File: config.mk
export PLATFORM = sky130hd
export DESIGN_NAME = lpg_mul
export DESIGN_NICKNAME = d
export VERILOG_FILES = /design/src/hw/rtl/lpg_pkg.sv /design/src/hw/rtl/lpg_mul.sv
export SDC_FILE = /design/constraint.sdc
export NUM_CORES = 2
export LEC_CHECK = 0
export BUFFER_PORTS_ARGS = -buffer_cell sky130_fd_sc_hd__buf_2
export CORE_MARGIN = 10
export CORE_UTILIZATION = 40
export DETAILED_ROUTE_END_ITERATION = 10
export PLACE_DENSITY_LB_ADDON = 0.15
export SYNTH_ARGS = -nofsm -noshare
export SYNTH_HDL_FRONTEND = slang
export SYNTH_SLANG_ARGS = --single-unit
File: constraint.sdc
create_clock -name clk -period 12.04 [get_ports clk]
set_input_delay 3.01 -clock clk [delete_from_list [all_inputs] [get_ports clk]]
set_output_delay 3.01 -clock clk [all_outputs]
set_load 0.005 [all_outputs]
File: src/hw/rtl/lpg_pkg.sv
// Lorenz point generator package: state encoding, register indexes,
// fixed-point widths, saturation helpers and the sine color table function.
// No dependencies.
package lpg_pkg;

    localparam int PROD_W  = 66;
    localparam int DERIV_W = 39;
    localparam int ACC_W   = 65;
    localparam int STEP_BITS = 24;

    localparam logic [2:0] REG_SIGMA       = 3'd0;
    localparam logic [2:0] REG_BETA        = 3'd1;
    localparam logic [2:0] REG_RHO         = 3'd2;
    localparam logic [2:0] REG_STEP_SIZE   = 3'd3;
    localparam logic [2:0] REG_COLOR_STEP  = 3'd4;
    localparam logic [2:0] REG_POINT_LIMIT = 3'd5;

    localparam logic signed [23:0] SIGMA_RESET = 24'sd655360;
    localparam logic signed [23:0] BETA_RESET  = 24'sd174758;
    localparam logic signed [23:0] RHO_RESET   = 24'sd1835008;
    localparam logic [24:0] STEP_RESET         = 25'd16777;
    localparam logic [31:0] COLOR_STEP_RESET   = 32'd6835652;
    localparam logic [15:0] LIMIT_RESET        = 16'd50000;

    // phase offsets in 2^-32 turn
    localparam logic [31:0] OFFSET_2RAD = 32'd1367130551;
    localparam logic [31:0] OFFSET_4RAD = 32'd2734261102;
    localparam logic [63:0] TWO_PI_Q30  = 64'd6746518852;

    localparam logic signed [66:0] DERIV_MAX = 67'sd137438953472;
    localparam logic signed [66:0] DERIV_MIN = -67'sd137438953472;
    localparam logic signed [65:0] S32_MAX   = 66'sd2147483647;
    localparam logic signed [65:0] S32_MIN   = -66'sd2147483648;

    typedef enum logic [3:0] {
        ST_IDLE,
        ST_PREP,
        ST_M_SIG,
        ST_M_XRZ,
        ST_M_XY,
        ST_M_BZ,
        ST_M_XLO,
        ST_M_XHI,
        ST_M_YLO,
        ST_M_YHI,
        ST_M_ZLO,
        ST_M_ZHI,
        ST_UPD_Z,
        ST_FINISH
    } state_t;

    function automatic logic signed [31:0] sat32(input logic signed [65:0] v);
        logic signed [31:0] r;
        if (v > S32_MAX)
            r = 32'sh7fff_ffff;
        else if (v < S32_MIN)
            r = 32'sh8000_0000;
        else
            r = v[31:0];
        return r;
    endfunction

    function automatic logic signed [DERIV_W-1:0] sat_deriv(input logic signed [66:0] v);
        logic signed [DERIV_W-1:0] r;
        if (v > DERIV_MAX)
            r = DERIV_MAX[DERIV_W-1:0];
        else if (v < DERIV_MIN)
            r = DERIV_MIN[DERIV_W-1:0];
        else
            r = v[DERIV_W-1:0];
        return r;
    endfunction

    // 128 + round(127*sin) of p * 2^-32 turn, Q30 Taylor series; elaboration only
    function automatic logic [7:0] sine_entry(input logic [31:0] p);
        logic              neg;
        logic [31:0]       q;
        logic [63:0]       t;
        logic [63:0]       t2;
        logic [63:0]       term;
        logic signed [63:0] sum;
        logic signed [63:0] s;
        logic signed [63:0] r;
        neg = 1'b0;
        q = p;
        if (q >= 32'h8000_0000)
        begin
            neg = 1'b1;
            q = q - 32'h8000_0000;
        end
        if (q > 32'h4000_0000)
            q = 32'h8000_0000 - q;
        t = (64'(q) * TWO_PI_Q30) >> 32;
        t2 = (t * t) >> 30;
        term = t;
        sum = signed'(t);
        for (int n = 1; n <= 6; n++)
        begin
            term = (term * t2) >> 30;
            case (n)
                1: term = term / 6;
                2: term = term / 20;
                3: term = term / 42;
                4: term = term / 72;
                5: term = term / 110;
                default: term = term / 156;
            endcase
            if (n % 2 == 1)
                sum = sum - signed'(term);
            else
                sum = sum + signed'(term);
        end
        s = neg ? -sum : sum;
        r = (64'sd127 * s + 64'sd536870912) >>> 30;
        return 8'(64'sd128 + r);
    endfunction

endpackage

File: src/hw/rtl/lpg_mul.sv
// Shared 33x33 signed multiplier with registered product.
// Depends on lpg_pkg.
module lpg_mul
    import lpg_pkg::*;
(
    input  logic                     clk,
    input  logic signed [32:0]       a,
    input  logic signed [32:0]       b,
    output logic signed [PROD_W-1:0] prod
);

    logic signed [PROD_W-1:0] prod_reg;

    always_ff @(posedge clk)
    begin
        prod_reg <= a * b;
    end

    assign prod = prod_reg;

endmodule

==> qor_table.md <==
| Result | Value | Unit |
|:---|:---|:---|
| Worst Setup Path Type | primary input to flip-flop | - |
| Endpoint required time on the critical path | 12.32 | ns |
| Routed via count | 28012 | - |
| Detailed-route vias per instance | 4.925 | - |
| Die Wd | 339.1 | um |
| Result of the run | finished clean | - |
| Antenna violations before repair | 9 | - |
| Fraction of synthesis flops using an asynchronous set or reset pin | 0 | % |
| Ys flop type | sky130_fd_sc_hd__dfxtp_1 | - |
| Port-buffer cells | 132 | - |
| Worst path most repeated cell | sky130_fd_sc_hd__fa_1 | - |
| Max Cap Violations | 0 | - |
| Ordered list of cells on the worst path | buf_2, buf_4, and2_1, fa_1, fa_1, inv_1, fa_1, inv_1, fa_1, fa_1, fa_1, fa_1, inv_1, fa_1, inv_1, ha_1, nand2_1, nor2_1, a22oi_1, nor2_1, a211oi_4, a21oi_2, nor4b_2, a311oi_1 | - |
| Post_cts resized | 0 | - |
| Flip-flop count of the largest register, all copies and words added | 66 | - |
| Unrepaired setup endpoints after global routing | no | - |
| Number of I/O pins | 133 | - |
| Count of hold buffers inserted by post-cts repair | 0 | - |
| Synthesized flop and latch total | 66 | - |
| Buffer levels on the longest clock path | 2 | - |
| Critical path endpoint category | flip-flop | - |
| Final clock period utilization by the worst path | 91.83 | % |
| Number of nets with antenna violations after routing | 0 | - |
| Postcts setup bufs | 0 | - |
| Min cycle time layout | 11.06 | ns |
| Clock-pin transition on the worst setup and hold timing paths | 0.07 | ns |
| Post-route worst hold slack | 3.272 | ns |
| Synth warnings | 0 | - |
| Maximum fanout along the worst path | 22 | - |
| Critical path arrival | 11.34 | ns |
| Leading cell type in the layout, fill and taps excluded | sky130_fd_sc_hd__fa_1 | - |
| Number of fill cells | 10071 | - |
| Number of CTS-inserted buffers | 9 | - |
| Wire length of the first global-routing pass | 195700 | um |
| First DRT Iteration DRCs | 1660 | - |
| CTS Sinks | 66 | - |
| All-layer global routing usage | 22.12 | % |
| Commonest cells after routing, fill and taps aside | sky130_fd_sc_hd__fa_1 (1144), sky130_fd_sc_hd__inv_1 (1131), sky130_fd_sc_hd__and2_1 (562) | - |
| Max Slew Vio Count | 0 | - |
| Worst setup SP type | primary input | - |
| DR pass1 iterations | 5 | - |
| Proportion of synthesized chip area in sequential cells | 3.244 | % |
| Vias in the first global route | 32179 | - |
| Routability Congestion | 0.8796 | - |
| Worst path bufs/invs | 6 | - |
| Total DRC errors in the routed layout | 0 | - |
| Instance count of the mapped netlist | 4338 | - |
| Count of flip-flops with a built-in enable after synthesis | 0 | - |
| Slew at the pin with the worst max-slew slack | 1.118 | ns |
| Critical path launch point | a[24] | - |
| Post-layout net count | 5751 | - |
| CTS Root Buffer Type | sky130_fd_sc_hd__clkbuf_16 | - |
| WL per Instance | 21.41 | um |
| Overall routed net length | 121800 | um |
| Highest cell delay on the worst timing path | 0.64 | ns |
| Std cell rows | 116 | - |
| CTS tree | yes | - |
| Start point of the worst hold path | a[0] | - |
| Cell class contributing the biggest share of worst-path delay | adder cells | - |
| Chip height | 339.1 | um |
| Final-report hold violation count | 0 | - |
| Setup total negative slack | 0 | ns |
| Post-synthesis average cell area | 9.390 | sq um |
| Maximum number of pins on one net before global-route repair | 34 | - |
| Effective utilization at floorplan | 40.50 | % |
| Placeable core area | 100600 | sq um |
| Hold crit path type | primary input to flip-flop | - |
| HPWL after detailed placement | 102500 | um |
| Net count of the mapped netlist | 5767 | - |
| Post-Syn Area | 40730 | sq um |
| Overall die area | 115000 | sq um |
| Highest clock rate | 0.09045 | GHz |
| Level count of the clock H-tree | 3 | - |
| Max-slew headroom at the worst pin | 25.49 | % |
| Cell variety after synth | 80 | - |
| Area growth syn-to-layout | 5.799 | % |
| Cell with the largest stage delay on the worst path | sky130_fd_sc_hd__a22oi_1 | - |
| Sum of overflow across all layers after global routing | 0 | - |
| Final setup violating endpoints | 0 | - |
| Fraction of layout instances using a drive strength above 1 | 5.731 | % |
==> final timing paths <==
| kind | end | slack (ns) | cells after the start |
|---|---|---|---|
| worst min-delay path | prod[0]$_DFF_P_ | 3.27 | 3 |
| worst max-delay path | prod[58]$_DFF_P_ | 0.98 | 24 |
==> per-layer routing <==
| layer | vias up | wire [um] | track usage (%) |
|---|---|---|---|
| li1 | 12296 | - | - |
| met1 | 14905 | 51510 | 28.94 |
| met2 | 648 | 60790 | 37.88 |
| met3 | 161 | 5298 | 2.725 |
| met4 | 2 | 4149 | 7.072 |
| met5 | - | 13 | 0 |
==> Yosys cell counts, drive strengths merged (25+ instances only) <==
library cell | count | area share (%)
fa | 1145 | 56
inv | 1131 | 10
and2 | 563 | 8.7
nand2 | 551 | 5.1
ha | 217 | 6.7
clkbuf | 208 | 1.9
nor2 | 68 | 0.63
dfxtp | 66 | 3.2
a21oi | 61 | 0.80
xnor2 | 43 | 0.92
a21o | 38 | 0.71
o21ai | 33 | 0.42
nand3 | 26 | 0.33
xor2 | 25 | 0.54
==> logic make-up (layout without fill, tap and decap cells) <==
group | Yosys count | in the layout | share of synthesized area, %
other cells | 0 | 4 | 0
fa+ha+maj | 1362 | 1362 | 62.94
flops | 66 | 66 | 3.244
compound gates | 219 | 219 | 4.067
simple gates | 1271 | 1271 | 15.78
xor+xnor | 68 | 68 | 1.462
buf+inv | 1352 | 1341 | 12.51
==> through the flow <==
step | worst slack [ns] | area [sq um] | utilization [%] | cells
2_1_floorplan | 1.794 | 40730 | - | 4338
3_3_place_gp | 0.6619 | 42750 | 42.50 | 5668
3_5_place_dp | 0.6879 | 42750 | 42.50 | 5668
4_1_cts | 1.081 | 43090 | 42.84 | 5684
5_1_grt | 0.7137 | 43090 | 42.84 | 5685
6_report | 0.9836 | 43100 | 42.85 | 5688
==> final cells by class <==
| cell class | count | area (sq um) | area share, % |
|---|---|---|---|
| antenna | 4 | 10.01 | 0.02323 |
| sequential | 66 | 1321 | 3.066 |
| tap | 1357 | 1698 | 3.940 |
| clock inverter | 4 | 72.57 | 0.1684 |
| inverter | 1131 | 4245 | 9.851 |
| timing repair buffer | 194 | 1164 | 2.700 |
| multi-input combinational | 2920 | 34320 | 79.63 |
| clock buffer | 12 | 266.5 | 0.6184 |
Power is not shown: default switching activity piles up to over one toggle a cycle in this logic, so the estimate is an artifact.
